==> src/hdl/p2p_pkg.sv <==
// ----------------------------------------------------------------------------
// p2p_pkg
// Types, codes and constants shared by the receive engine's front, queue
// and back.
// ----------------------------------------------------------------------------
package p2p_pkg;

  localparam int QUEUE_DEPTH = 2;

  // packet commands
  localparam logic [15:0] CMD_DATA  = 16'd61904;
  localparam logic [15:0] CMD_READY = 16'd61762;
  localparam logic [15:0] CMD_ALIVE = 16'd61920;
  localparam logic [15:0] CMD_CLOSE = 16'd61936;

  localparam logic [15:0] CTL_CONNECT_ACK = 16'h2011;
  localparam logic [31:0] FRAME_MARK      = 32'h55AA15A8;
  localparam logic [31:0] JPEG_MARK       = 32'hFFD8FFDB;
  localparam logic [31:0] TICKET_FLIP     = 32'h01010101;

  localparam logic [7:0] CHAN_CONTROL = 8'd0;
  localparam logic [7:0] CHAN_DATA    = 8'd1;
  localparam logic [7:0] MEDIA_VIDEO  = 8'd3;

  localparam logic [15:0] MIN_MSG_LEN  = 16'd4;
  localparam logic [15:0] MIN_BODY_LEN = 16'd12;
  localparam logic [15:0] MARK_HDR_LEN = 16'd36;
  localparam logic [15:0] JPEG_HDR_LEN = 16'd4;
  localparam logic [15:0] CTL_HDR_LEN  = 16'd20;
  localparam logic [15:0] MIN_TICKET_PAYLOAD = 16'd12;

  localparam logic [5:0] OFFSET_MARK = 6'd40;
  localparam logic [5:0] OFFSET_DATA = 6'd8;

  // reply kinds
  localparam logic [1:0] REPLY_NONE  = 2'd0;
  localparam logic [1:0] REPLY_CHECK = 2'd1;
  localparam logic [1:0] REPLY_ALIVE = 2'd2;
  localparam logic [1:0] REPLY_ACK   = 2'd3;

  // frame actions
  localparam logic [2:0] FA_NONE     = 3'd0;
  localparam logic [2:0] FA_START    = 3'd1;
  localparam logic [2:0] FA_APPEND   = 3'd2;
  localparam logic [2:0] FA_DROP_OLD = 3'd3;
  localparam logic [2:0] FA_DROP_GAP = 3'd4;

  // operations handed from front to back
  localparam logic [1:0] OP_NONE  = 2'd0;
  localparam logic [1:0] OP_START = 2'd1;
  localparam logic [1:0] OP_SEQ   = 2'd2;
  localparam logic [1:0] OP_LOGIN = 2'd3;

  typedef struct packed {
    logic [15:0] msg_len;
    logic [15:0] command;
    logic [7:0]  channel;
    logic [15:0] body_len;
    logic [15:0] seq_id;
    logic [31:0] magic_word;
    logic [7:0]  media_type;
    logic [15:0] control_cmd;
    logic [15:0] payload_size;
    logic [31:0] ticket_raw;
  } rx_item_t;

  typedef struct packed {
    logic [1:0]  reply_kind;
    logic [7:0]  ack_channel;
    logic [15:0] ack_seq;
    logic [2:0]  frame_action;
    logic [5:0]  data_offset;
    logic [15:0] take_len;
    logic        emit_prev_frame;
    logic        login;
    logic [31:0] ticket;
    logic        disconnect;
  } dec_item_t;

  // classified item waiting for the back end
  typedef struct packed {
    logic [1:0]  reply_kind;
    logic [7:0]  ack_channel;
    logic [15:0] ack_seq;
    logic        disconnect;
    logic [1:0]  op;
    logic [5:0]  data_offset;
    logic [15:0] take_len;
    logic [15:0] seq_id;
    logic [31:0] ticket_new;
  } cls_t;

  typedef struct packed {
    logic full;
    logic empty;
  } q_stat_t;

endpackage

==> src/hdl/p2p_front.sv <==
// ----------------------------------------------------------------------------
// p2p_front
// Classifies one received header summary: reply kind, echo fields and the
// operation the back end carries out on the stream state.
// ----------------------------------------------------------------------------
module p2p_front (
  input  p2p_pkg::rx_item_t rx,
  output p2p_pkg::cls_t     cls
);
  import p2p_pkg::*;

  logic [15:0] plen;

  // clamp the control payload length to the datagram
  assign plen = (rx.msg_len > CTL_HDR_LEN && rx.payload_size > rx.msg_len) ?
                (rx.msg_len - CTL_HDR_LEN) : rx.payload_size;

  always_comb begin
    cls = '0;
    cls.seq_id     = rx.seq_id;
    cls.ticket_new = rx.ticket_raw ^ TICKET_FLIP;
    if (rx.msg_len >= MIN_MSG_LEN) begin
      unique case (rx.command)
        CMD_READY: cls.reply_kind = REPLY_CHECK;
        CMD_ALIVE: cls.reply_kind = REPLY_ALIVE;
        CMD_DATA: begin
          cls.reply_kind  = REPLY_ACK;
          cls.ack_channel = rx.channel;
          cls.ack_seq     = rx.seq_id;
          if (rx.channel == CHAN_DATA) begin
            if (rx.body_len >= MIN_BODY_LEN) begin
              if (rx.magic_word == FRAME_MARK) begin
                if (rx.media_type == MEDIA_VIDEO && rx.body_len > MARK_HDR_LEN) begin
                  cls.op          = OP_START;
                  cls.data_offset = OFFSET_MARK;
                  cls.take_len    = rx.body_len - MARK_HDR_LEN;
                end
              end else if (rx.magic_word == JPEG_MARK) begin
                cls.op          = OP_START;
                cls.data_offset = OFFSET_DATA;
                cls.take_len    = rx.body_len - JPEG_HDR_LEN;
              end else begin
                cls.op          = OP_SEQ;
                cls.data_offset = OFFSET_DATA;
                cls.take_len    = rx.body_len - JPEG_HDR_LEN;
              end
            end
          end else if (rx.channel == CHAN_CONTROL) begin
            if (rx.control_cmd == CTL_CONNECT_ACK && plen >= MIN_TICKET_PAYLOAD) begin
              cls.op = OP_LOGIN;
            end
          end
        end
        CMD_CLOSE: begin
          cls.reply_kind  = REPLY_ACK;
          cls.ack_channel = rx.channel;
          cls.ack_seq     = rx.seq_id;
          cls.disconnect  = 1'b1;
        end
        default: cls.reply_kind = REPLY_NONE;
      endcase
    end
  end

endmodule

==> src/hdl/p2p_queue.sv <==
// ----------------------------------------------------------------------------
// p2p_queue
// Short first-in first-out queue of classified items between front and back.
// ----------------------------------------------------------------------------
module p2p_queue #(
  parameter int DEPTH = p2p_pkg::QUEUE_DEPTH
) (
  input  logic             clk,
  input  logic             rst,
  input  logic             push,
  input  p2p_pkg::cls_t    push_data,
  input  logic             pop,
  output p2p_pkg::cls_t    pop_data,
  output p2p_pkg::q_stat_t stat
);
  import p2p_pkg::*;

  localparam int PTR_W = (DEPTH > 1) ? $clog2(DEPTH) : 1;
  localparam int CNT_W = $clog2(DEPTH + 1);
  localparam logic [PTR_W-1:0] LAST_PTR = PTR_W'(DEPTH - 1);
  localparam logic [CNT_W-1:0] FULL_CNT = CNT_W'(DEPTH);

  cls_t             mem [DEPTH];
  logic [PTR_W-1:0] wr_ptr;
  logic [PTR_W-1:0] rd_ptr;
  logic [CNT_W-1:0] count;

  assign stat.full  = (count == FULL_CNT);
  assign stat.empty = (count == '0);
  assign pop_data   = mem[rd_ptr];

  always_ff @(posedge clk) begin
    if (push) begin
      mem[wr_ptr] <= push_data;
    end
  end

  always_ff @(posedge clk) begin
    if (rst) begin
      wr_ptr <= '0;
      rd_ptr <= '0;
      count  <= '0;
    end else begin
      if (push) begin
        wr_ptr <= (wr_ptr == LAST_PTR) ? '0 : wr_ptr + 1'b1;
      end
      if (pop) begin
        rd_ptr <= (rd_ptr == LAST_PTR) ? '0 : rd_ptr + 1'b1;
      end
      if (push && !pop) begin
        count <= count + 1'b1;
      end else if (pop && !push) begin
        count <= count - 1'b1;
      end
    end
  end

endmodule

==> src/hdl/p2p_back.sv <==
// ----------------------------------------------------------------------------
// p2p_back
// Applies classified items to the sequence, frame and ticket state and
// holds the decision item in the output register.
// ----------------------------------------------------------------------------
module p2p_back (
  input  logic               clk,
  input  logic               rst,
  input  logic               q_valid,
  input  p2p_pkg::cls_t      q_data,
  output logic               q_pop,
  output logic               dec_valid,
  input  logic               dec_ready,
  output p2p_pkg::dec_item_t dec_item
);
  import p2p_pkg::*;

  logic [15:0] last_seq;
  logic        frame_bad;
  logic        frame_open;
  logic [31:0] session_ticket;

  logic [15:0] last_seq_next;
  logic        frame_bad_next;
  logic        frame_open_next;
  logic [31:0] session_ticket_next;
  dec_item_t   res;
  logic [16:0] seq_plus;

  assign q_pop    = q_valid && (!dec_valid || dec_ready);
  assign seq_plus = {1'b0, last_seq} + 17'd1;

  always_comb begin
    last_seq_next       = last_seq;
    frame_bad_next      = frame_bad;
    frame_open_next     = frame_open;
    session_ticket_next = session_ticket;
    res                 = '0;
    res.reply_kind      = q_data.reply_kind;
    res.ack_channel     = q_data.ack_channel;
    res.ack_seq         = q_data.ack_seq;
    res.disconnect      = q_data.disconnect;
    unique case (q_data.op)
      OP_START: begin
        res.frame_action    = FA_START;
        res.data_offset     = q_data.data_offset;
        res.take_len        = q_data.take_len;
        res.emit_prev_frame = frame_open && !frame_bad;
        frame_bad_next      = 1'b0;
        frame_open_next     = 1'b1;
        last_seq_next       = q_data.seq_id;
      end
      OP_SEQ: begin
        if (q_data.seq_id <= last_seq) begin
          res.frame_action = FA_DROP_OLD;
        end else if ({1'b0, q_data.seq_id} > seq_plus) begin
          res.frame_action = FA_DROP_GAP;
          frame_bad_next   = 1'b1;
        end else begin
          last_seq_next = q_data.seq_id;
          if (frame_open) begin
            res.frame_action = FA_APPEND;
            res.data_offset  = q_data.data_offset;
            res.take_len     = q_data.take_len;
          end
        end
      end
      OP_LOGIN: begin
        res.login           = 1'b1;
        session_ticket_next = q_data.ticket_new;
      end
      default: res.frame_action = FA_NONE;
    endcase
    res.ticket = session_ticket_next;
  end

  always_ff @(posedge clk) begin
    if (rst) begin
      last_seq       <= '0;
      frame_bad      <= 1'b0;
      frame_open     <= 1'b0;
      session_ticket <= '0;
      dec_valid      <= 1'b0;
    end else begin
      if (q_pop) begin
        last_seq       <= last_seq_next;
        frame_bad      <= frame_bad_next;
        frame_open     <= frame_open_next;
        session_ticket <= session_ticket_next;
        dec_valid      <= 1'b1;
      end else if (dec_ready) begin
        dec_valid <= 1'b0;
      end
    end
  end

  always_ff @(posedge clk) begin
    if (q_pop) begin
      dec_item <= res;
    end
  end

endmodule

==> src/hdl/p2p_packet_receive_engine.sv <==
// ----------------------------------------------------------------------------
// p2p_packet_receive_engine
// Receive decision engine: one header summary in, one decision item out.
// ----------------------------------------------------------------------------
// Usage:
//   rx_valid/rx_ready/rx_item carry one header summary per received
//   datagram. dec_valid/dec_ready/dec_item carry the decision for it:
//   reply kind and echo fields, frame reassembly action, login and ticket,
//   and disconnect. Every input item gives exactly one decision item, in order.
//   The front classifies combinationally into a QUEUE_DEPTH-entry queue
//   at the accepting edge; the back pops the item, when the output
//   register is empty or being taken, through its sequence and frame
//   state into the output register, which raises dec_valid.
//   Throughput is one item per cycle while dec_ready stays high; the back's
//   single state update per popped item sets that figure.
//   Reset empties the queue and clears dec_valid, last_seq, the frame flags
//   and the session ticket.
//   When dec_ready is low the output register holds, the queue fills, and
//   rx_ready falls once QUEUE_DEPTH items wait.
// ----------------------------------------------------------------------------
module p2p_packet_receive_engine #(
  parameter int QUEUE_DEPTH = p2p_pkg::QUEUE_DEPTH
) (
  input  logic               clk,
  input  logic               rst,
  input  logic               rx_valid,
  output logic               rx_ready,
  input  p2p_pkg::rx_item_t  rx_item,
  output logic               dec_valid,
  input  logic               dec_ready,
  output p2p_pkg::dec_item_t dec_item
);
  import p2p_pkg::*;

  cls_t    cls;
  cls_t    q_data;
  q_stat_t q_stat;
  logic    q_pop;
  logic    push;

  assign rx_ready = !q_stat.full;
  assign push     = rx_valid && rx_ready;

  p2p_front u_front (
    .rx  (rx_item),
    .cls (cls)
  );

  p2p_queue #(
    .DEPTH (QUEUE_DEPTH)
  ) u_queue (
    .clk       (clk),
    .rst       (rst),
    .push      (push),
    .push_data (cls),
    .pop       (q_pop),
    .pop_data  (q_data),
    .stat      (q_stat)
  );

  p2p_back u_back (
    .clk       (clk),
    .rst       (rst),
    .q_valid   (!q_stat.empty),
    .q_data    (q_data),
    .q_pop     (q_pop),
    .dec_valid (dec_valid),
    .dec_ready (dec_ready),
    .dec_item  (dec_item)
  );

  // an accepted item is waiting in the queue on the next cycle
  a_push_fills: assert property (@(posedge clk) disable iff (rst)
    push |=> !q_stat.empty)
    else $error("queue empty after accepted item");

  // only an acknowledge carries frame, login or close effects
  a_ack_only: assert property (@(posedge clk) disable iff (rst)
    dec_valid && dec_item.reply_kind != REPLY_ACK |->
      dec_item.frame_action == FA_NONE && !dec_item.login && !dec_item.disconnect)
    else $error("stream effect without acknowledge");

  // release of the previous frame happens only on a frame start
  a_emit_on_start: assert property (@(posedge clk) disable iff (rst)
    dec_valid && dec_item.emit_prev_frame |-> dec_item.frame_action == FA_START)
    else $error("frame release without frame start");

  // ticket changes between decisions only on a login
  a_ticket_login: assert property (@(posedge clk) disable iff (rst)
    q_pop && dec_valid && !$past(rst) |=>
      dec_item.login || dec_item.ticket == $past(dec_item.ticket))
    else $error("ticket changed without login");

endmodule

==> config.mk <==
export PLATFORM = sky130hd
export DESIGN_NAME = p2p_packet_receive_engine
export DESIGN_NICKNAME = d
export VERILOG_FILES = /design/src/hdl/p2p_pkg.sv /design/src/hdl/p2p_front.sv /design/src/hdl/p2p_queue.sv /design/src/hdl/p2p_back.sv /design/src/hdl/p2p_packet_receive_engine.sv
export SDC_FILE = /design/constraint.sdc
export NUM_CORES = 1
export LEC_CHECK = 0
export BUFFER_PORTS_ARGS = -buffer_cell sky130_fd_sc_hd__buf_2
export CELL_PAD_IN_SITES_DETAIL_PLACEMENT = 1
export CELL_PAD_IN_SITES_GLOBAL_PLACEMENT = 1
export CORE_MARGIN = 2
export CORE_UTILIZATION = 50
export DETAILED_ROUTE_END_ITERATION = 12
export GPL_TIMING_DRIVEN = 0
export PLACE_DENSITY_LB_ADDON = 0.1
export SLEW_MARGIN = 5
export SYNTH_ARGS = -nofsm -noshare
export SYNTH_HDL_FRONTEND = slang
export SYNTH_HIERARCHICAL = 1
export SYNTH_SLANG_ARGS = --single-unit
==> constraint.sdc <==
create_clock -name clk -period 16 [get_ports clk]
set_clock_uncertainty 0.05 [all_clocks]
set_input_delay 1.6 -clock clk [delete_from_list [all_inputs] [get_ports clk]]
set_output_delay 1.6 -clock clk [all_outputs]
set_load 0.005 [all_outputs]
==> out/metrics.yaml, run 1 <==
status: "finished, final reports clean"
hold_viol: 0
nFillCells: 3120
via_count: 10368
drc: 0
grt_pass1_wl_um: 61900
crit_type: "reg2reg"
slew_headroom_pct: 41.9
worstMarginPinSlew_ps: 872
cts.repair.resized: 0
placedCellCount: 1806
min_to: "u_back/session_ticket[5]"
io_pins: 268
cts.clk_slew.worst_paths_ps: 60
power_leakage_uw: 0.00729
fin_crit_ps: 4360
cts_sinks: 340
crit_required_ps: 16180
core_area_mm2: 0.0315
drt-pass1-iter-count: 5
power_frac_seq_pct: 44.7
setup_violations: 0
routed_via_density: 5.53
power.net_switching_uw: 887
cp.arrival_ps: 4540
die_h_um: 182
finalMaxSlewViolations: 0
synth_cell_type_count: 75
cts-root-buf: "clkbuf_16"
utilization_pct: 60.0
areaGrowthSynthToFinish_pct: 18.7
grt_max_degree: 56
cts_tree: "built"
worst_slack_ps: 11640
ant_nets: 0
cp-end-kind: "flip-flop"
place.gp.congestion: 0.897
r2r_cells: 13
synthesis.area_mm2: 0.0159
numCtsBuffers: 37
cts_buffer_depth: 3
ys_ff_latch: 340
r2r-end: "u_back/dec_item[52]"
synthArstFlopShare_pct: 0
comb_power_share_pct: 29.0
worstHoldStart: "u_back/session_ticket[5]"
r2r-start: "u_back/last_seq[2]"
ctsHoldBuffers: 0
switching_share_pct: 30.3
layout.nets: 1681
grt_pass1_vias: 11378
cap_violations: 0
synthCells: 1155
timing.fmax_mhz: 229
power_density_mw_per_mm2: 155
htree_levels: 2
dp_hpwl_um: 28700
clock_latency_ps: 530
multi_input_area_mm2: 0.00546
fp.dieW_um: 182
place_ws_ps: 11620
rsz0062_at_grt: "false"
gr-total-overflow: 0
synthFlopType: "edfxtp_1"
antenna_found_initial: 2
hold_class: "reg2reg"
synth-seq-area-share_pct: 60.6
startpoint_type: "flip-flop"
die-area_mm2: 0.0333
p_clk_share_pct: 26.4
period_share_pct: 27.3
start_util_pct: 50.6
worstPathMaxFanout: 10
p_int_uw: 2040
wl_um: 39600
synth-edff-count: 284
timing.hold.ws_ps: 440
initialDrtViolationCount: 460
reg2reg_slack_ps: 11640
io_buffers: 239
setup_tns_ps: 0
rows: 65
synth_warnings: 6
wl_per_cell_um: 21.1
post_cts_buffers: 0
avgSynthCellArea_um2: 13.8
ir_drop_mv: 0.0713
drive_gt1_share_pct: 35.1
grt_util_all_layers_pct: 24.0
holdPathStages: 2
regArea_mm2: 0.00965
stdcell_count: 1875
## layout make-up
cell class,count,share of cell area [%]
tap,402,2.66
clock inverter,18,0.576
antenna,2,0.0265
buffer,91,3.29
inverter,54,1.07
timing repair buffer,246,7.19
clock buffer,49,5.19
sequential,340,51.1
multi-input combinational,673,28.9
## synthesized netlist by cell type (17+ instances only)
library cell	count	area (um^2)
mux2_2	121	1360
buf_4	51	383
edfxtp_1	284	8530
nand2b_1	42	263
nand3_1	19	95.1
mux2i_1	52	521
ha_1	58	726
nand2_1	20	75.1
o21ai_0	18	90.1
xnor2_1	17	149
a21oi_1	34	170
nor2_1	62	233
dfxtp_1	56	1120
nand4_1	17	106
inv_1	53	199
and2_1	31	194
nor3b_1	25	188
## cells in the final DEF, fill, tap and decap left out, types with 5 or more instances in the layout
master / Yosys / routed
a21oi_1: 34 / 34
and2_1: 31 / 30
and3_1: 10 / 10
buf_1: 6 / 5
buf_12: 1 / 5
buf_2: 12 / 252
buf_4: 51 / 51
buf_6: 6 / 6
clkbuf_1: 14 / 25
clkbuf_16: 0 / 37
clkinv_1: 0 / 7
clkinv_2: 0 / 6
dfxtp_1: 56 / 56
edfxtp_1: 284 / 284
ha_1: 58 / 58
inv_1: 53 / 53
mux2_2: 121 / 121
mux2_4: 10 / 10
mux2i_1: 52 / 52
nand2_1: 20 / 20
nand2b_1: 42 / 42
nand3_1: 19 / 19
nand4_1: 17 / 17
nor2_1: 62 / 62
nor2b_1: 9 / 8
nor3_1: 14 / 14
nor3b_1: 25 / 25
nor4_1: 14 / 14
nor4b_1: 8 / 8
o211ai_1: 5 / 5
o21ai_0: 18 / 18
or3_1: 7 / 7
xnor2_1: 17 / 17
## power groups by stage
stage,Combinational [uW],Sequential [uW],Clock [uW]
after detailed placement,850,1320,0
after CTS,859,1310,791
after global routing,925,1330,825
after global placement,796,1350,0
after floorplan,483,1340,0
final,846,1310,771
## how the worst max path moves through the flow
| stage | from | endpoint | slack, ps | cells after the start |
|---|---|---|---|---|
| floorplan | rx_valid | u_queue/mem[0][0] | 9130 | 2 |
| global placement | rx_valid | u_queue/mem[0][48] | 5820 | 3 |
| detailed placement | flip-flop | u_back/dec_item[54] | 11620 | 11 |
| CTS | flip-flop | u_back/dec_item[52] | 11570 | 11 |
| global route | flip-flop | u_back/dec_item[54] | 11290 | 11 |
| finish | u_back/last_seq[2] | u_back/dec_item[52] | 11640 | 13 |
## logic make-up (layout without fill, tap and decap cells)
kind of cell | Yosys count | count (layout) | synth area share, %
AO/OA/AOI/OAI | 103 | 103 | 4.27
XOR/XNOR | 19 | 19 | 1.05
adder cells (fa/ha/maj) | 58 | 58 | 4.56
buffers and inverters | 145 | 458 | 5.17
flip-flops | 340 | 340 | 60.6
multiplexers | 183 | 183 | 12.8
other | 1 | 6 | 0.0236
AND/OR/NAND/NOR | 306 | 306 | 11.5
## per-layer routing
layer  GRT usage (%)  vias up  routed length (um)
met2            44.1      316               20600
met1            28.7     5151               16100
met4            7.45        0                1080
li1                -     4833                   -
met3            4.11       68                1890
met5               0        -                   0
## registers in the layout, indices dropped and copies added, names as in the netlist, named ones only
name,count
u_back/dec_item,86
u_back/dec_valid,1
u_back/frame_bad,1
u_back/frame_open,1
u_back/last_seq,16
u_back/session_ticket,32
u_queue/count,2
u_queue/mem,198
u_queue/rd_ptr,1
u_queue/wr_ptr,1
## worst max-delay path, cell delays in order, from the launching register on
cell	delay, ps
dfxtp_1	440
and3_1	250
and3_1	240
nand3_1	150
or3_1	400
xnor2_1	140
ha_1	300
nand3_1	130
or4_4	560
a31o_1	220
a31o_1	260
a41oi_1	470
buf_2	350
nor3b_1	100
## per-stage QoR
stage | cell area (um^2) | power [uW]
2_1_floorplan | 15900 | 1820
3_3_place_gp | 17600 | 2150
3_5_place_dp | 17800 | 2170
5_1_grt | 18900 | 3080
4_1_cts | 18900 | 2960
6_report | 18900 | 2920
(Power assumes the default switching activity.)
==> run 2: changes to the inputs <==
--- a/config.mk
+++ b/config.mk
@@ -9,7 +9,7 @@
 export CELL_PAD_IN_SITES_DETAIL_PLACEMENT = 1
 export CELL_PAD_IN_SITES_GLOBAL_PLACEMENT = 1
 export CORE_MARGIN = 2
-export CORE_UTILIZATION = 50
+export CORE_UTILIZATION = 42
 export DETAILED_ROUTE_END_ITERATION = 12
 export GPL_TIMING_DRIVEN = 0
 export PLACE_DENSITY_LB_ADDON = 0.1
==> constraint.sdc (replaced) <==
create_clock -name clk -period 4 [get_ports clk]
set_clock_uncertainty 0.05 [all_clocks]
set_input_delay 0.4 -clock clk [delete_from_list [all_inputs] [get_ports clk]]
set_output_delay 0.4 -clock clk [all_outputs]
set_load 0.005 [all_outputs]
==> run 2 against run 1 <==
Compared with the run above:
- utilization shrank 8.2 points
- worst setup slack lost 12000 ps
- first-iteration DRC count shrank 18%
- combinational power grew to 4.1 times the previous value
- fmax grew 12%
- highest routed layer unchanged
==> out/metrics.yaml, run 2 (synthesis gave the netlist of run 1 again) <==
status: "finished, final reports clean"  # unchanged
multi_input_area_mm2: 0.00554  # was 0.00546 mm^2
layout.nets: 1711  # was 1681
place_ws_ps: -396  # was 11620 ps
cts-root-buf: "clkbuf_16"  # unchanged
utilization_pct: 51.8  # was 60.0%
grt_util_all_layers_pct: 20.0  # was 24.0%
antenna_found_initial: 2  # unchanged
cp-end-kind: "flip-flop"  # unchanged
power_frac_seq_pct: 44.3  # was 44.7%
gr-total-overflow: 0  # unchanged
slowest_delay_ps: 570  # was 560 ps
hold_viol: 0  # unchanged
die_h_um: 199  # was 182 um
fp.dieW_um: 199  # was 182 um
initialDrtViolationCount: 378  # was 460
io_buffers: 239  # unchanged
slew_headroom_pct: 44.0  # was 41.9%
largest_register_ff_count: 198  # unchanged
p_int_uw: 8250  # was 2040 uW
regArea_mm2: 0.00966  # was 0.00965 mm^2
r2r-end: "u_back/dec_item[48]"  # was u_back/dec_item[52]
drc: 0  # unchanged
power_leakage_uw: 0.00744  # was 0.00729 uW
fin_total_pwr_uw: 11800  # was 2920 uW
finalMaxSlewViolations: 0  # unchanged
min_to: "u_queue/mem[0][3]"  # was u_back/session_ticket[5]
numCtsBuffers: 37  # unchanged
crit_type: "reg2reg"  # unchanged
holdPathStages: 1  # was 2
stdcell_area_mm2: 0.0194  # was 0.0189 mm^2
grt_pass1_vias: 11151  # was 11378
switching_share_pct: 30.0  # was 30.3%
reg_top3: "u_queue/mem x198, u_back/dec_item x86, u_back/session_ticket x32"  # unchanged
drive_gt1_share_pct: 35.5  # was 35.1%
worstPathCellList: "and3_4, and3_2, nand3_2, or3_4, xnor2_1, ha_1, nand3_1, or4_4, a31o_1, a31o_2, a41oi_4, buf_12, buf_4, nor3b_1"  # was and3_1, and3_1, nand3_1, or3_1, xnor2_1, ha_1, nand3_1, or4_4, a31o_1, a31o_1, a41oi_1, buf_2, nor3b_1
worstMarginPinSlew_ps: 840  # was 872 ps
grt_pass1_wl_um: 60500  # was 61900 um
cp_slowest_cell: "or4_4"  # unchanged
worstPathMaxFanout: 6  # was 10
cts_sinks: 340  # unchanged
cp.arrival_ps: 4100  # was 4540 ps
dp_hpwl_um: 28200  # was 28700 um
p_clk_share_pct: 26.4  # about the same
htree_levels: 2  # unchanged
clock_latency_ps: 530  # about the same
place.gp.congestion: 0.890  # was 0.897
final_cell_mix: "284 x edfxtp_1, 249 x buf_2, 121 x mux2_2"  # was 284 x edfxtp_1, 252 x buf_2, 121 x mux2_2
cap_violations: 0  # unchanged
wl_um: 39400  # was 39600 um
crit_required_ps: 4210  # was 16180 ps
wl_per_cell_um: 19.5  # was 21.1 um
period_share_pct: 97.2  # was 27.3%
start_util_pct: 42.4  # was 50.6%
r2r-start: "u_back/last_seq[2]"  # unchanged
grt_max_degree: 69  # was 56
ant_nets: 0  # unchanged
io_pins: 268  # unchanged
power.net_switching_uw: 3530  # was 887 uW
worst_slack_ps: 111  # was 11640 ps
power_density_mw_per_mm2: 606  # was 155 mW/mm^2
timing.fmax_mhz: 257  # was 229 MHz
ir_drop_mv: 0.316  # was 0.0713 mV
dpl-instance-area_mm2: 0.0179  # was 0.0178 mm^2
cts.clk_slew.worst_paths_ps: 60  # about the same
drt-pass1-iter-count: 6  # was 5
final_common_cell: "edfxtp_1"  # unchanged
timing.hold.ws_ps: 27.0  # was 440 ps
startpoint_type: "flip-flop"  # unchanged
areaGrowthSynthToFinish_pct: 22.1  # was 18.7%
reg2reg_slack_ps: 110  # was 11640 ps
fin_crit_ps: 3890  # was 4360 ps
nFillCells: 3923  # was 3120
cts_buffer_depth: 3  # unchanged
routed_via_density: 5.13  # was 5.53
die-area_mm2: 0.0395  # was 0.0333 mm^2
r2r_cells: 14  # was 13
hold_class: "in2reg"  # was reg2reg
core_area_mm2: 0.0375  # was 0.0315 mm^2
largest_register: "u_queue/mem"  # unchanged
setup_violations: 0  # unchanged
worstHoldStart: "rx_item[3]"  # was u_back/session_ticket[5]
rows: 71  # was 65
comb_power_share_pct: 29.3  # was 29.0%
via_count: 10341  # was 10368
cts_tree: "built"  # unchanged
run 2: per-layer routing:
layer	wire (um)	vias up	share of wire (%)	track usage, %
li1	-	4902	-	-
met2	19900	267	51	35.9
met5	0	-	0	0
met1	16300	5106	42	24.2
met3	1940	66	4.9	3.66
met4	1150	0	2.9	6.61
run 2: what timing repair did:
| item | 4_1_cts | 5_1_grt |
|---|---|---|
| hold buffers | 26 | 0 |
| resized for setup | 9 | 20 |
| hold endpoints to repair | 51 | 0 |
| pin swaps | 1 | 1 |
| cloned | 0 | 2 |
| endpoints found under the setup margin | 32 | 37 |
| buffers inserted | 0 | 3 |
run 2: area by class of cell:
cell class	instances	area share, %
flip-flops and latches	340	49.7
multi-input cells	673	28.5
repair buffers	276	8.54
clock buffers	53	5.23
plain buffers	91	3.29
well taps	511	3.29
inverters	54	1.04
clock inverters	14	0.386
diodes	3	0.0386
run 2: metrics by stage:
stage               TNS [ps]  instances
floorplan                  0       1158
global placement     -331990       1908
detailed placement     -7260       1914
CTS                        0       2007
global route            -402       2013
finish                     0       2015
run 2: how the worst max path moves through the flow:
stage / end / startpoint / cells after the start
floorplan: u_queue/mem[0][0] / u_queue/count[0] / 3
global route: u_back/dec_item[48] / u_back/last_seq[2] / 14
finish: u_back/dec_item[48] / u_back/last_seq[2] / 14
CTS: u_back/dec_item[41] / flip-flop / 11
detailed placement: u_back/dec_item[41] / u_back/last_seq[2] / 13
global placement: u_queue/mem[0][48] / rx_valid / 3
run 2: worst max-delay path, delay by kind of cell, from the launching register on:
kind                       cells  cell delay [ps]
AOI/OAI and AO/OA              3              750
DFF                            1              380
and+or+nand+nor                7             1690
xor gates and xnor gates       1              140
buffers and inverters          2              300
adders and majority gates      1              300
run 2: power groups by stage:
stage	Clock, uW	Combinational (uW)	Sequential [uW]
global route	3320	3820	5310
finish	3110	3460	5210
detailed placement	0	3390	5280
global placement	0	3210	5350
floorplan	0	1930	5320
CTS	3190	3470	5220
==> run 3: changes to the inputs <==
--- a/config.mk
+++ b/config.mk
@@ -5,11 +5,13 @@
 export SDC_FILE = /design/constraint.sdc
 export NUM_CORES = 1
 export LEC_CHECK = 0
+export ABC_AREA = 1
 export BUFFER_PORTS_ARGS = -buffer_cell sky130_fd_sc_hd__buf_2
 export CELL_PAD_IN_SITES_DETAIL_PLACEMENT = 1
 export CELL_PAD_IN_SITES_GLOBAL_PLACEMENT = 1
 export CORE_MARGIN = 2
-export CORE_UTILIZATION = 42
+export CORE_UTILIZATION = 41
+export CTS_BUF_LIST = sky130_fd_sc_hd__clkbuf_8 sky130_fd_sc_hd__clkbuf_16
 export DETAILED_ROUTE_END_ITERATION = 12
 export GPL_TIMING_DRIVEN = 0
 export PLACE_DENSITY_LB_ADDON = 0.1
==> run 3 against run 2 <==
Compared with the run above:
- global-route usage rose by 0.53 points
- via count rose by 17%
- die area rose by 8.1%
- largest power group unchanged
- utilization fell by 1.7 points
- worst setup slack improved by 350 ps
- combinational power rose by 41%
- largest cell class unchanged
- total power rose by 17%
- register-to-register slack improved by 350 ps
- highest routed layer is now met5
- final area rose by 4.9%
- flip-flop and latch count did not move
- final cell count rose by 21%
- critical endpoint is now u_back/dec_item[41]
==> out/metrics.yaml, run 3 <==
crit_required_ps: 4300  # was 4210 ps
slew_headroom_pct: 53.2  # was 44.0%
drt-pass1-iter-count: 5  # was 6
fin_total_pwr_uw: 13800  # was 11800 uW
nFillCells: 4538  # was 3923
avgSynthCellArea_um2: 10.7  # was 13.8 um^2
cts.repair.resized: 0  # was 9
numCtsBuffers: 37  # unchanged
worstPathMaxFanout: 10  # was 6
ir_drop_mv: 0.523  # was 0.316 mV
worstMarginPinSlew_ps: 702  # was 840 ps
dp_hpwl_um: 32600  # was 28200 um
startpoint_type: "flip-flop"  # unchanged
core_area_mm2: 0.0406  # was 0.0375 mm^2
synth_largest_area_cell: "edfxtp_1"  # unchanged
power_density_mw_per_mm2: 677  # was 606 mW/mm^2
htree_levels: 2  # unchanged
gr-total-overflow: 0  # unchanged
cts_buffer_depth: 3  # unchanged
dpl-instance-area_mm2: 0.0189  # was 0.0179 mm^2
synthCells: 1572  # was 1155
grt_pass1_wl_um: 68000  # was 60500 um
cts.clk_slew.worst_paths_ps: 60  # about the same
status: "finished, final reports clean"  # unchanged
final_common_cell: "edfxtp_1"  # unchanged
cts-root-buf: "clkbuf_16"  # unchanged
grt_max_degree: 63  # was 69
place.gp.congestion: 0.795  # was 0.890
synth_common_cells: "284 x edfxtp_1, 257 x nand2_1, 183 x inv_1, 143 x nor2_1, 89 x mux2_2"  # was 284 x edfxtp_1, 121 x mux2_2, 62 x nor2_1, 58 x ha_1, 56 x dfxtp_1
ant_nets: 0  # unchanged
cts_tree: "built"  # unchanged
synthArstFlopShare_pct: 0  # unchanged
worst_slack_ps: 462  # was 111 ps
wl_um: 44000  # was 39400 um
wl_per_cell_um: 18.0  # was 19.5 um
drive_gt1_share_pct: 28.1  # was 35.5%
cts_sinks: 340  # unchanged
yosysMostFrequentCell: "edfxtp_1"  # unchanged
io_buffers: 239  # unchanged
io_pins: 268  # unchanged
die-area_mm2: 0.0427  # was 0.0395 mm^2
r2r-start: "u_back/last_seq[0]"  # was u_back/last_seq[2]
initialDrtViolationCount: 455  # was 378
synth-seq-area-share_pct: 57.4  # was 60.6%
power_leakage_uw: 0.00843  # was 0.00744 uW
clock_latency_ps: 540  # was 530 ps
layout.nets: 2123  # was 1711
synthFlopType: "edfxtp_1"  # unchanged
diodes: 0  # was 3
synth_warnings: 6  # unchanged
place_ws_ps: 465  # was -396 ps
period_share_pct: 88.4  # was 97.2%
start_util_pct: 41.4  # was 42.4%
drc: 0  # unchanged
grt_util_all_layers_pct: 20.5  # was 20.0%
cap_violations: 0  # unchanged
crit_type: "reg2reg"  # unchanged
via_count: 12057  # was 10341
rows: 74  # was 71
timing.fmax_mhz: 283  # was 257 MHz
stdcell_area_mm2: 0.0204  # was 0.0194 mm^2
rsz0062_at_grt: "false"
synth-edff-count: 284  # unchanged
synthesis.area_mm2: 0.0168  # was 0.0159 mm^2
areaGrowthSynthToFinish_pct: 21.2  # was 22.1%
cp.arrival_ps: 3840  # was 4100 ps
grt_pass1_vias: 12847  # was 11151
final_cell_mix: "284 x edfxtp_1, 257 x nand2_1, 251 x buf_2"  # was 284 x edfxtp_1, 249 x buf_2, 121 x mux2_2
synth_area_leaders: "edfxtp_1 51%, dfxtp_1 6.7%, mux2_2 6.0%, nand2_1 5.7%, ha_1 4.3%"  # was edfxtp_1 54%, mux2_2 8.6%, dfxtp_1 7.0%, ha_1 4.6%, mux2i_1 3.3%
antenna_found_initial: 1  # was 2
reg_top3: "u_queue/mem x198, u_back/dec_item x86, u_back/session_ticket x32"  # unchanged
largest_register_ff_count: 198  # unchanged
worstHoldStart: "rx_item[27]"  # was rx_item[3]
startpoint: "u_back/last_seq[0]"  # was u_back/last_seq[2]
finalMaxSlewViolations: 0  # unchanged
die_h_um: 207  # was 199 um
setup_violations: 0  # unchanged
synth.top_cell.area_share_pct: 50.7  # was 53.6%
fp.dieW_um: 207  # was 199 um
hold_viol: 0  # unchanged
largest_register: "u_queue/mem"  # unchanged
cp-end-kind: "flip-flop"  # unchanged
ys_ff_latch: 340  # unchanged
fin_crit_ps: 3540  # was 3890 ps
routed_via_density: 4.93  # was 5.13
hold_class: "in2reg"  # unchanged
synth_cell_type_count: 55  # was 75
-- run 3: cell count changes after synthesis, sizes merged, moves of 19 or more --
cell / previous run / this run
and2: 31 / 1
mux2i: 52 / 0
nand3: 19 / 81
nand2: 20 / 269
inv: 54 / 190
o22ai: 3 / 22
nor2: 63 / 160
xor2: 2 / 26
nand2b: 42 / 0
nor3b: 25 / 4
o21ai: 18 / 81
mux2: 131 / 99
a21oi: 34 / 69
-- run 3: where the power goes --
group	total, uW	switching, uW	internal, uW
Sequential	5450	347	5100
Combinational	4880	3060	1820
Clock	3470	1410	2060
-- run 3: layout make-up --
class,instances,area (um^2),share of cell area [%]
plain buffers,98,623,3.06
clock buffers,48,1090,5.34
clock inverters,20,171,0.841
inverters,190,728,3.57
multi-input cells,947,5850,28.7
flip-flops and latches,340,9650,47.4
well taps,532,666,3.27
repair buffers,271,1610,7.88
-- run 3: path summary, 6_finish.rpt --
path	end	slack, ps	cells past startpoint
setup / recovery	u_back/dec_item[41]	460	18
hold / removal	u_queue/mem[1][27]	20	1
setup reg to reg	u_back/dec_item[41]	460	18
hold reg to reg	u_back/session_ticket[31]	400	2
-- run 3: critical path, cell delays in order, from the launching register on --
cell and delay, ps:
dfxtp_1 430, nand3_1 180, nor3_2 220, nand2_1 130, nor3_2 190, nand2_1 120, nor2_1 160, nand3_1 110
xor2_1 160, ha_1 300, inv_1 40, nor2_1 170, nand3_1 120, nor2_1 120, nor2_2 90, a21oi_4 240
buf_4 220, nand3_1 80, o22ai_1 210
-- run 3: timing repair --
item / CTS / global route
buffers inserted: 0 / 0
hold buffers: 26 / 0
endpoints found under the hold margin: 52 / 0
setup endpoints to repair: 0 / 0
-- run 3: kinds of logic after synthesis --
kind of cell	synth area share (%)
compound gates	5.71
xor+xnor	1.51
fa+ha+maj	4.31
buf+inv	7.99
flops	57.4
mux	6.85
other cells	0.0223
simple gates	16.2
-- run 3: routing by layer --
metal	part of all wire (%)	wire, um	GRT usage, %	vias up
met5	0.045	20	0	-
met4	1.8	803	5.00	2
met3	4.5	1970	3.94	52
met2	52	22800	38.0	225
met1	42	18300	24.4	5849
li1	-	-	-	5929
-- run 3: through the flow --
stage | setup TNS [ps] | hold slack, ps | util [%] | instances
6_report | 0 | 19.0 | 50.1 | 2446
5_1_grt | 0 | 6.46 | 50.1 | 2446
4_1_cts | 0 | 2.54 | 50.1 | 2446
3_5_place_dp | 0 | 392 | 46.4 | 2352
3_3_place_gp | -270910 | 384 | 46.0 | 2346
2_1_floorplan | 0 | 374 | - | 1575
